$ cat src/rtl/core/tlb_fifo_page_translate_top_assert.svh
// Assertion macros for the TLB address-translation block.
// Included by the top level; relies on no other file.
`ifndef TLB_FIFO_PAGE_TRANSLATE_TOP_ASSERT_SVH
`define TLB_FIFO_PAGE_TRANSLATE_TOP_ASSERT_SVH

// Same-cycle implication, disabled in reset.
`define TLBPT_ASSERT_IMPL(label, clk_s, rst_s, ante, cons, msg) \
  label: assert property (@(posedge clk_s) disable iff (rst_s) (ante) |-> (cons)) \
    else $error(msg);

// Next-cycle implication, disabled in reset.
`define TLBPT_ASSERT_NEXT(label, clk_s, rst_s, ante, cons, msg) \
  label: assert property (@(posedge clk_s) disable iff (rst_s) (ante) |=> (cons)) \
    else $error(msg);

`endif

$ cat src/rtl/core/tlbpt_pkg.sv
// Shared types and constants for the TLB address-translation block.
// No dependencies.
`timescale 1ns / 1ps
`default_nettype none

package tlbpt_pkg;

  localparam int PAGE_W   = 8;
  localparam int OFFSET_W = 8;
  localparam int FRAME_W  = 8;
  localparam int ADDR_W   = 16;
  localparam int COUNT_W  = 16;
  localparam int FFREE_W  = 9;

  localparam logic [COUNT_W-1:0] COUNT_MAX = '1;

  typedef struct packed {
    logic               valid;
    logic [PAGE_W-1:0]  tag;
    logic [FRAME_W-1:0] frame;
  } tlbpt_entry_t;

  typedef struct packed {
    logic               resident;
    logic [FRAME_W-1:0] frame;
  } tlbpt_pte_t;

endpackage

`default_nettype wire

$ cat src/rtl/core/tlbpt_cell.sv
// One TLB entry cell: holds a mapping, compares it against the looked-up page,
// and takes its neighbor's entry on insert. Depends on tlbpt_pkg.
`timescale 1ns / 1ps
`default_nettype none

module tlbpt_cell (
  input  logic                          clk,
  input  logic                          rst,
  input  logic                          shift,
  input  tlbpt_pkg::tlbpt_entry_t       prev,
  input  logic [tlbpt_pkg::PAGE_W-1:0]  page,
  output tlbpt_pkg::tlbpt_entry_t       entry,
  output logic                          match,
  output logic [tlbpt_pkg::FRAME_W-1:0] frame_sel
);
  import tlbpt_pkg::*;

  always_ff @(posedge clk) begin
    if (rst) begin
      entry.valid <= 1'b0;
    end else if (shift) begin
      entry.valid <= prev.valid;
    end
    if (shift) begin
      entry.tag   <= prev.tag;
      entry.frame <= prev.frame;
    end
  end

  assign match     = entry.valid && (entry.tag == page);
  assign frame_sel = match ? entry.frame : '0;

endmodule

`default_nettype wire

$ cat src/rtl/core/tlbpt_ptab.sv
// Page table memory: one write port, one registered read port.
// Depends on tlbpt_pkg.
`timescale 1ns / 1ps
`default_nettype none

module tlbpt_ptab #(
  parameter int PAGE_COUNT = 256
) (
  input  logic                           clk,
  input  logic                           wr_en,
  input  logic [$clog2(PAGE_COUNT)-1:0]  wr_idx,
  input  tlbpt_pkg::tlbpt_pte_t          wr_data,
  input  logic [$clog2(PAGE_COUNT)-1:0]  rd_idx,
  output tlbpt_pkg::tlbpt_pte_t          rd_data
);
  import tlbpt_pkg::*;

  tlbpt_pte_t mem [PAGE_COUNT];

  always_ff @(posedge clk) begin
    if (wr_en) begin
      mem[wr_idx] <= wr_data;
    end
    rd_data <= mem[rd_idx];
  end

endmodule

`default_nettype wire

$ cat src/rtl/core/tlb_fifo_page_translate_top.sv
// Top level of the TLB address-translation block: TLB cell chain, page table,
// control sequencer. Depends on tlbpt_pkg, tlbpt_cell, tlbpt_ptab.
`timescale 1ns / 1ps
`default_nettype none

// Translates a 16-bit logical address (page in 15:8, offset in 7:0) through a
// FIFO-replaced TLB built as a chain of entry cells, backed by a demand-paged
// page table in on-chip memory. After reset the page table is cleared one
// entry per cycle with in_stall high. One item is in work at a time: a TLB
// hit is accepted, then resolved by the parallel tag compare; a miss adds a
// step for the page-table memory read (resident update and TLB insert happen
// as the result is registered). The result sits in an output register; the
// next item is accepted while it waits to be taken, but that item holds at
// its result step until the register frees.
module tlb_fifo_page_translate_top #(
  parameter int TLB_ENTRIES = 16,
  parameter int PAGE_COUNT  = 256
) (
  input  logic                          clk,
  input  logic                          rst,
  input  logic                          in_valid,
  output logic                          in_stall,
  input  logic [tlbpt_pkg::ADDR_W-1:0]  logical_addr,
  output logic                          out_valid,
  input  logic                          out_stall,
  output logic [tlbpt_pkg::ADDR_W-1:0]  physical_addr,
  output logic [tlbpt_pkg::FRAME_W-1:0] frame_number,
  output logic                          tlb_hit,
  output logic                          page_fault,
  output logic [tlbpt_pkg::COUNT_W-1:0] hit_count,
  output logic [tlbpt_pkg::COUNT_W-1:0] fault_count
);
  import tlbpt_pkg::*;

  `include "tlb_fifo_page_translate_top_assert.svh"

  localparam int PIDX_W = $clog2(PAGE_COUNT);

  typedef enum logic [1:0] {S_CLEAR, S_IDLE, S_LOOK, S_WALK} state_t;

  state_t               state;
  logic [PAGE_W-1:0]    lad_page;
  logic [OFFSET_W-1:0]  lad_offset;
  logic [FFREE_W-1:0]   nff;
  logic [COUNT_W-1:0]   hits_total;
  logic [COUNT_W-1:0]   faults_total;
  logic [PIDX_W-1:0]    clr_idx;

  logic [PAGE_W-1:0]    rem;
  logic [PIDX_W-1:0]    pidx;
  logic                 out_free;
  logic                 shift;
  logic                 hit;
  logic [FRAME_W-1:0]   hit_frame;
  logic [FRAME_W-1:0]   walk_frame;
  logic [COUNT_W-1:0]   hits_next;
  logic [COUNT_W-1:0]   faults_next;
  logic                 wr_en;
  logic [PIDX_W-1:0]    wr_idx;
  tlbpt_pte_t           wr_data;
  tlbpt_pte_t           pte;
  tlbpt_entry_t         new_entry;
  tlbpt_entry_t         ent [TLB_ENTRIES];
  logic [TLB_ENTRIES-1:0] match;
  logic [FRAME_W-1:0]   fsel [TLB_ENTRIES];

  // page modulo PAGE_COUNT; quotient is below 16 since PAGE_COUNT >= 16
  always_comb begin
    rem = lad_page;
    for (int k = 3; k >= 0; k--) begin
      if (int'(rem) >= (PAGE_COUNT << k)) begin
        rem = PAGE_W'(int'(rem) - (PAGE_COUNT << k));
      end
    end
    pidx = PIDX_W'(rem);
  end

  assign out_free   = !out_valid || !out_stall;
  assign in_stall   = (state != S_IDLE);
  assign shift      = (state == S_WALK) && out_free;
  assign walk_frame = pte.resident ? pte.frame : nff[FRAME_W-1:0];
  assign new_entry  = '{valid: 1'b1, tag: lad_page, frame: walk_frame};
  assign hits_next   = (hits_total == COUNT_MAX) ? hits_total : hits_total + COUNT_W'(1);
  assign faults_next = (faults_total == COUNT_MAX) ? faults_total
                                                   : faults_total + COUNT_W'(1);

  generate
    for (genvar i = 0; i < TLB_ENTRIES; i++) begin : g_cell
      if (i == 0) begin : g_head
        tlbpt_cell u_cell (
          .clk       (clk),
          .rst       (rst),
          .shift     (shift),
          .prev      (new_entry),
          .page      (lad_page),
          .entry     (ent[i]),
          .match     (match[i]),
          .frame_sel (fsel[i])
        );
      end else begin : g_body
        tlbpt_cell u_cell (
          .clk       (clk),
          .rst       (rst),
          .shift     (shift),
          .prev      (ent[i-1]),
          .page      (lad_page),
          .entry     (ent[i]),
          .match     (match[i]),
          .frame_sel (fsel[i])
        );
      end
    end
  endgenerate

  // tags are unique, so OR-ing masked frames selects the hit
  always_comb begin
    hit       = 1'b0;
    hit_frame = '0;
    for (int i = 0; i < TLB_ENTRIES; i++) begin
      hit       = hit | match[i];
      hit_frame = hit_frame | fsel[i];
    end
  end

  always_comb begin
    wr_en   = 1'b0;
    wr_idx  = pidx;
    wr_data = '{resident: 1'b1, frame: nff[FRAME_W-1:0]};
    if (state == S_CLEAR) begin
      wr_en   = 1'b1;
      wr_idx  = clr_idx;
      wr_data = '0;
    end else if (shift && !pte.resident) begin
      wr_en = 1'b1;
    end
  end

  tlbpt_ptab #(
    .PAGE_COUNT (PAGE_COUNT)
  ) u_ptab (
    .clk     (clk),
    .wr_en   (wr_en),
    .wr_idx  (wr_idx),
    .wr_data (wr_data),
    .rd_idx  (pidx),
    .rd_data (pte)
  );

  always_ff @(posedge clk) begin
    if (rst) begin
      state        <= S_CLEAR;
      clr_idx      <= '0;
      nff          <= '0;
      hits_total   <= '0;
      faults_total <= '0;
      out_valid    <= 1'b0;
    end else begin
      if (out_valid && !out_stall) begin
        out_valid <= 1'b0;
      end
      unique case (state)
        S_CLEAR: begin
          if (clr_idx == PIDX_W'(PAGE_COUNT - 1)) begin
            state <= S_IDLE;
          end else begin
            clr_idx <= clr_idx + PIDX_W'(1);
          end
        end
        S_IDLE: begin
          if (in_valid) begin
            lad_page   <= logical_addr[ADDR_W-1:OFFSET_W];
            lad_offset <= logical_addr[OFFSET_W-1:0];
            state      <= S_LOOK;
          end
        end
        S_LOOK: begin
          if (!hit) begin
            state <= S_WALK;
          end else if (out_free) begin
            hits_total    <= hits_next;
            physical_addr <= {hit_frame, lad_offset};
            frame_number  <= hit_frame;
            tlb_hit       <= 1'b1;
            page_fault    <= 1'b0;
            hit_count     <= hits_next;
            fault_count   <= faults_total;
            out_valid     <= 1'b1;
            state         <= S_IDLE;
          end
        end
        S_WALK: begin
          if (out_free) begin
            physical_addr <= {walk_frame, lad_offset};
            frame_number  <= walk_frame;
            tlb_hit       <= 1'b0;
            page_fault    <= !pte.resident;
            hit_count     <= hits_total;
            fault_count   <= pte.resident ? faults_total : faults_next;
            if (!pte.resident) begin
              nff          <= nff + FFREE_W'(1);
              faults_total <= faults_next;
            end
            out_valid <= 1'b1;
            state     <= S_IDLE;
          end
        end
        default: state <= S_IDLE;
      endcase
    end
  end

  `TLBPT_ASSERT_IMPL(a_tlb_unique, clk, rst, state == S_LOOK, $onehot0(match),
    "more than one TLB entry matches the page")
  `TLBPT_ASSERT_IMPL(a_hit_no_fault, clk, rst, out_valid, !(tlb_hit && page_fault),
    "item flagged as both TLB hit and page fault")
  `TLBPT_ASSERT_IMPL(a_paddr_frame, clk, rst, out_valid,
    physical_addr[ADDR_W-1:OFFSET_W] == frame_number,
    "physical address disagrees with frame number")
  `TLBPT_ASSERT_NEXT(a_frame_advance, clk, rst, shift && !pte.resident,
    nff == $past(nff) + FFREE_W'(1),
    "free frame pointer did not advance on a fault")

endmodule

`default_nettype wire
$ cat config.mk
export PLATFORM = sky130hd
export DESIGN_NAME = tlb_fifo_page_translate_top
export DESIGN_NICKNAME = d
export VERILOG_FILES = /design/src/rtl/core/tlbpt_pkg.sv /design/src/rtl/core/tlbpt_cell.sv /design/src/rtl/core/tlbpt_ptab.sv /design/src/rtl/core/tlb_fifo_page_translate_top.sv
export VERILOG_INCLUDE_DIRS = /design/src /design/src/rtl/core
export SDC_FILE = /design/constraint.sdc
export NUM_CORES = 2
export LEC_CHECK = 0
export BUFFER_PORTS_ARGS = -buffer_cell sky130_fd_sc_hd__buf_2
export CORE_AREA = 2 2 442 444
export CTS_BUF_LIST = sky130_fd_sc_hd__clkbuf_4 sky130_fd_sc_hd__clkbuf_8
export DETAILED_ROUTE_END_ITERATION = 6
export DIE_AREA = 0 0 444 446
export PLACE_DENSITY = 0.73
export SLEW_MARGIN = 15
export SYNTH_ARGS = -nofsm -noshare
export SYNTH_HDL_FRONTEND = slang
export SYNTH_SLANG_ARGS = --single-unit
$ cat constraint.sdc
create_clock -name clk -period 9.6 [get_ports clk]
set_clock_uncertainty 0.15 [all_clocks]
set_input_delay 0.96 -clock clk [delete_from_list [all_inputs] [get_ports clk]]
set_output_delay 0.96 -clock clk [all_outputs]
set_load 0.02 [all_outputs]
==> impl_metrics.env <==
export IMPL_global_route_usage_sum_pct=25.2
export IMPL_areaGrowthSynthToFinish_pct=10.6
export IMPL_hold_ws_ns=0.109
export IMPL_setup_reg_to_reg_worst_slack_ns=3.80
export IMPL_worst_path_stages=6
export IMPL_synth_ff_type="sky130_fd_sc_hd__edfxtp_1"
export IMPL_placeableCoreArea_um2=194000
export IMPL_grt_pass1_wl_um=363000
export IMPL_route_vias_total=54000
export IMPL_antenna_violating_nets_post_route=0
export IMPL_detail_route_vias_per_cell=6.34
export IMPL_initial_core_util_pct=54.5
export IMPL_hold_path_class="input pin to flop"
export IMPL_power_density_cell_area_nw_per_um2=192
export IMPL_grt_antenna_before_repair=6
export IMPL_rr_worst_depth=6
export IMPL_synth_edf_count=2626
export IMPL_worstReg2RegEnd="u_ptab.mem[160][0]"
export IMPL_gp_weighted_congestion=0.857
export IMPL_detail_route_wirelength_um=249000
export IMPL_register_clock_pin_slew_on_the_reported_worst_setup_and_hold_paths_ns=0.06
export IMPL_setup_worst_path_end="u_ptab.mem[160][0]"
export IMPL_cp_cell_sequence="nor2_2 -> inv_8 -> buf_4 -> o31ai_1 -> nand2_2 -> nor2_1"
export IMPL_timing_hold_worst_start="in_valid"
export IMPL_worstSetupPathType="flop to flop"
export IMPL_preCtsSetupSlack_ns=3.95
export IMPL_worstReg2RegStart="state[0]"
export IMPL_worst_setup_path_end_kind="flop"
export IMPL_grt_pass1_vias=53500
export IMPL_synth_most_common_cell="sky130_fd_sc_hd__edfxtp_1"
export IMPL_timing_final_max_slew_violations=0
export IMPL_netlist_top_cells_count="sky130_fd_sc_hd__edfxtp_1, sky130_fd_sc_hd__mux4_2, sky130_fd_sc_hd__nor2_1, sky130_fd_sc_hd__mux2i_1, sky130_fd_sc_hd__nand2_1"
export IMPL_io_buffers=79
export IMPL_critical_path_buf_inv_count=2
export IMPL_asyncSetResetFlopFracSynth_pct=0
export IMPL_finish_net_count=5659
export IMPL_yosys_area_top_type_share_pct=74.7
export IMPL_n_fill_cell=13300
export IMPL_timing_critical_path_slowest_stage_cell="sky130_fd_sc_hd__nor2_1"
export IMPL_ios=80
export IMPL_worst_pin_slew_ns=1.34
export IMPL_timing_setup_tns_ns=0
export IMPL_ff_latch_count_synth=2702
export IMPL_timing_critical_path_arrival_ns=6.31
export IMPL_die_area_um2=198000
export IMPL_clk_path_buf_depth=4
export IMPL_core_rowCount=162
export IMPL_cts_buffers_inserted=420
export IMPL_max_freq_ghz=0.172
export IMPL_die_y_um=446
export IMPL_cell_accounting_for_the_most_synthesized_area="sky130_fd_sc_hd__edfxtp_1"
export IMPL_worst_path_largest_cell_delay_ns=1.01
export IMPL_static_leakage_power_nw=41.9
export IMPL_detail_route_wl_per_cell_um=29.3
export IMPL_dp_final_hpwl_um=143000
export IMPL_clkLatencyLatePin_ns=1.12
export IMPL_timing_hold_violations_final=0
export IMPL_maximum_net_fanout_on_the_critical_path=115
export IMPL_vdd_drop_max_mv=0.133
export IMPL_share_of_final_layout_standard_cells_stronger_than_drive_strength_1_pct=23.6
export IMPL_max_cap_check_violation_count=0
export IMPL_setup_worst_path_start_class="flop"
export IMPL_timing_final_crit_share_pct=60.4
export IMPL_netlist_instances=5328
export IMPL_critical_path_required_ns=10.11
export IMPL_timing_critical_path_max_delay_family="simple AND/OR/NAND/NOR gates"
export IMPL_final_min_period_ns=5.80
export IMPL_drt_drc_violations_left=0
export IMPL_synth_seq_area_share_pct=76.1
export IMPL_worst_setup_path_startpoint="state[0]"
export IMPL_yosys_top_cells_area="sky130_fd_sc_hd__edfxtp_1, sky130_fd_sc_hd__mux4_2, sky130_fd_sc_hd__mux2i_1"
export IMPL_rsz0062_at_grt="false"
export IMPL_drtIter0Drc=6946
export IMPL_postSynthAreaPerCell_um2=19.8
export IMPL_timing_max_slew_rel_slack_pct=10.3
export IMPL_number_of_library_cell_types_mapped_by_synthesis=63
export IMPL_tritoncts_clock_tree="built"
export IMPL_post_route_worst_setup_slack_ns=3.80
export IMPL_ctsHtreeMaxLevel=5
export IMPL_setup_viol=0
export IMPL_status="finished clean"
export IMPL_mappedNetlistNets=5352
export IMPL_clk_root_buffer_cell="sky130_fd_sc_hd__clkbuf_8"
export IMPL_first_pass_drt_iterations=6
export IMPL_synthesis_warning_total=0
export IMPL_grt_remaining_overflow=0
export IMPL_clock_sinks=2702
export IMPL_die_width_um=444
export IMPL_grt_max_degree=257
export IMPL_cell_area_synth_um2=106000
==> how the worst min path moves through the flow <==
stage / depth (start not counted) / slack, ns / end
3_3_place_gp: 0 / 0.25 / physical_addr[4]
4_1_cts: 4 / 0.01 / state[0]
5_1_grt: 4 / 0.1 / state[0]
3_5_place_dp: 0 / 0.26 / physical_addr[1]
2_1_floorplan: 0 / 0.25 / physical_addr[0]
6_report: 4 / 0.11 / state[0]
==> per-layer routing <==
layer,up-vias,wire [um],GRT usage [%]
met2,3191,117000,38.6
li1,22500,-,-
met4,0,9380,9.78
met5,-,0,0
met1,27800,95800,35.0
met3,480,27300,6.57
==> logic make-up after synthesis <==
kind of cell    after synthesis  synth area share, %
flops                      2702                 76.1
simple gates                795                 3.35
mux                         789                 13.3
compound gates              550                 3.87
buf+inv                     317                 1.91
xor+xnor                    171                 1.42
fa+ha+maj                     4               0.0474
==> flip-flops by register name, indices dropped and copies added, names as in the netlist, 9 cells and up <==
signal,count
u_ptab.mem,2304
g_cell.g_body.u_cell.entry,255
g_cell.g_head.u_cell.entry,17
fault_count,16
faults_total,16
hit_count,16
hits_total,16
physical_addr,16
u_ptab.rd_data,9
==> per-stage QoR <==
step           utilization, %  area (um^2)  total power, mW  cells
6_report                 60.3       117000             22.4   8507
5_1_grt                  60.3       117000             23.0   8504
2_1_floorplan               -       106000             13.0   5328
3_5_place_dp             55.9       108000             13.1   7736
3_3_place_gp             55.9       108000             13.1   7734
4_1_cts                  60.3       117000             22.5   8499
==> repair_timing <==
item | 4_1_cts | 5_1_grt
hold buffers | 16 | 0
setup endpoints to repair | 0 | 0
resized for setup | 0 | 0
buffers inserted | 0 | 0
hold endpoints to repair | 16 | 0
==> layout make-up <==
class,count,area (um^2),share of cell area [%]
clock inverters,206,1480,1.27
clock buffers,541,6760,5.79
well taps,2542,3180,2.72
inverters,10,60.1,0.0514
diodes,5,12.5,0.0107
flip-flops and latches,2702,80400,68.8
repair buffers,192,1550,1.32
multi-input cells,2309,23300,20.0
==> cell usage in the layout (no fill, tap or decap), types with 92 or more instances in the layout <==
master and instances:
sky130_fd_sc_hd__a21oi_1 92, sky130_fd_sc_hd__clkbuf_4 109, sky130_fd_sc_hd__clkbuf_8 432, sky130_fd_sc_hd__clkinv_1 102
sky130_fd_sc_hd__edfxtp_1 2626, sky130_fd_sc_hd__mux2i_1 286, sky130_fd_sc_hd__mux4_2 486, sky130_fd_sc_hd__nand2_1 213
sky130_fd_sc_hd__nor2_1 349, sky130_fd_sc_hd__o221ai_1 114, sky130_fd_sc_hd__xnor2_1 148
==> worst min-delay path: stages <==
cell                     delay (ns)
sky130_fd_sc_hd__buf_2         0.10
sky130_fd_sc_hd__inv_1         0.06
sky130_fd_sc_hd__nor2_1        0.10
sky130_fd_sc_hd__nor4_1        0.05
==> power by group <==
group / switching [mW] / leakage [nW] / internal (mW)
clock: 4.35 / 4.38 / 5.19
combinational: 0.0722 / 7.89 / 0.0184
sequential: 0.00589 / 29.6 / 12.8
Power figures use the tool's default switching activity.
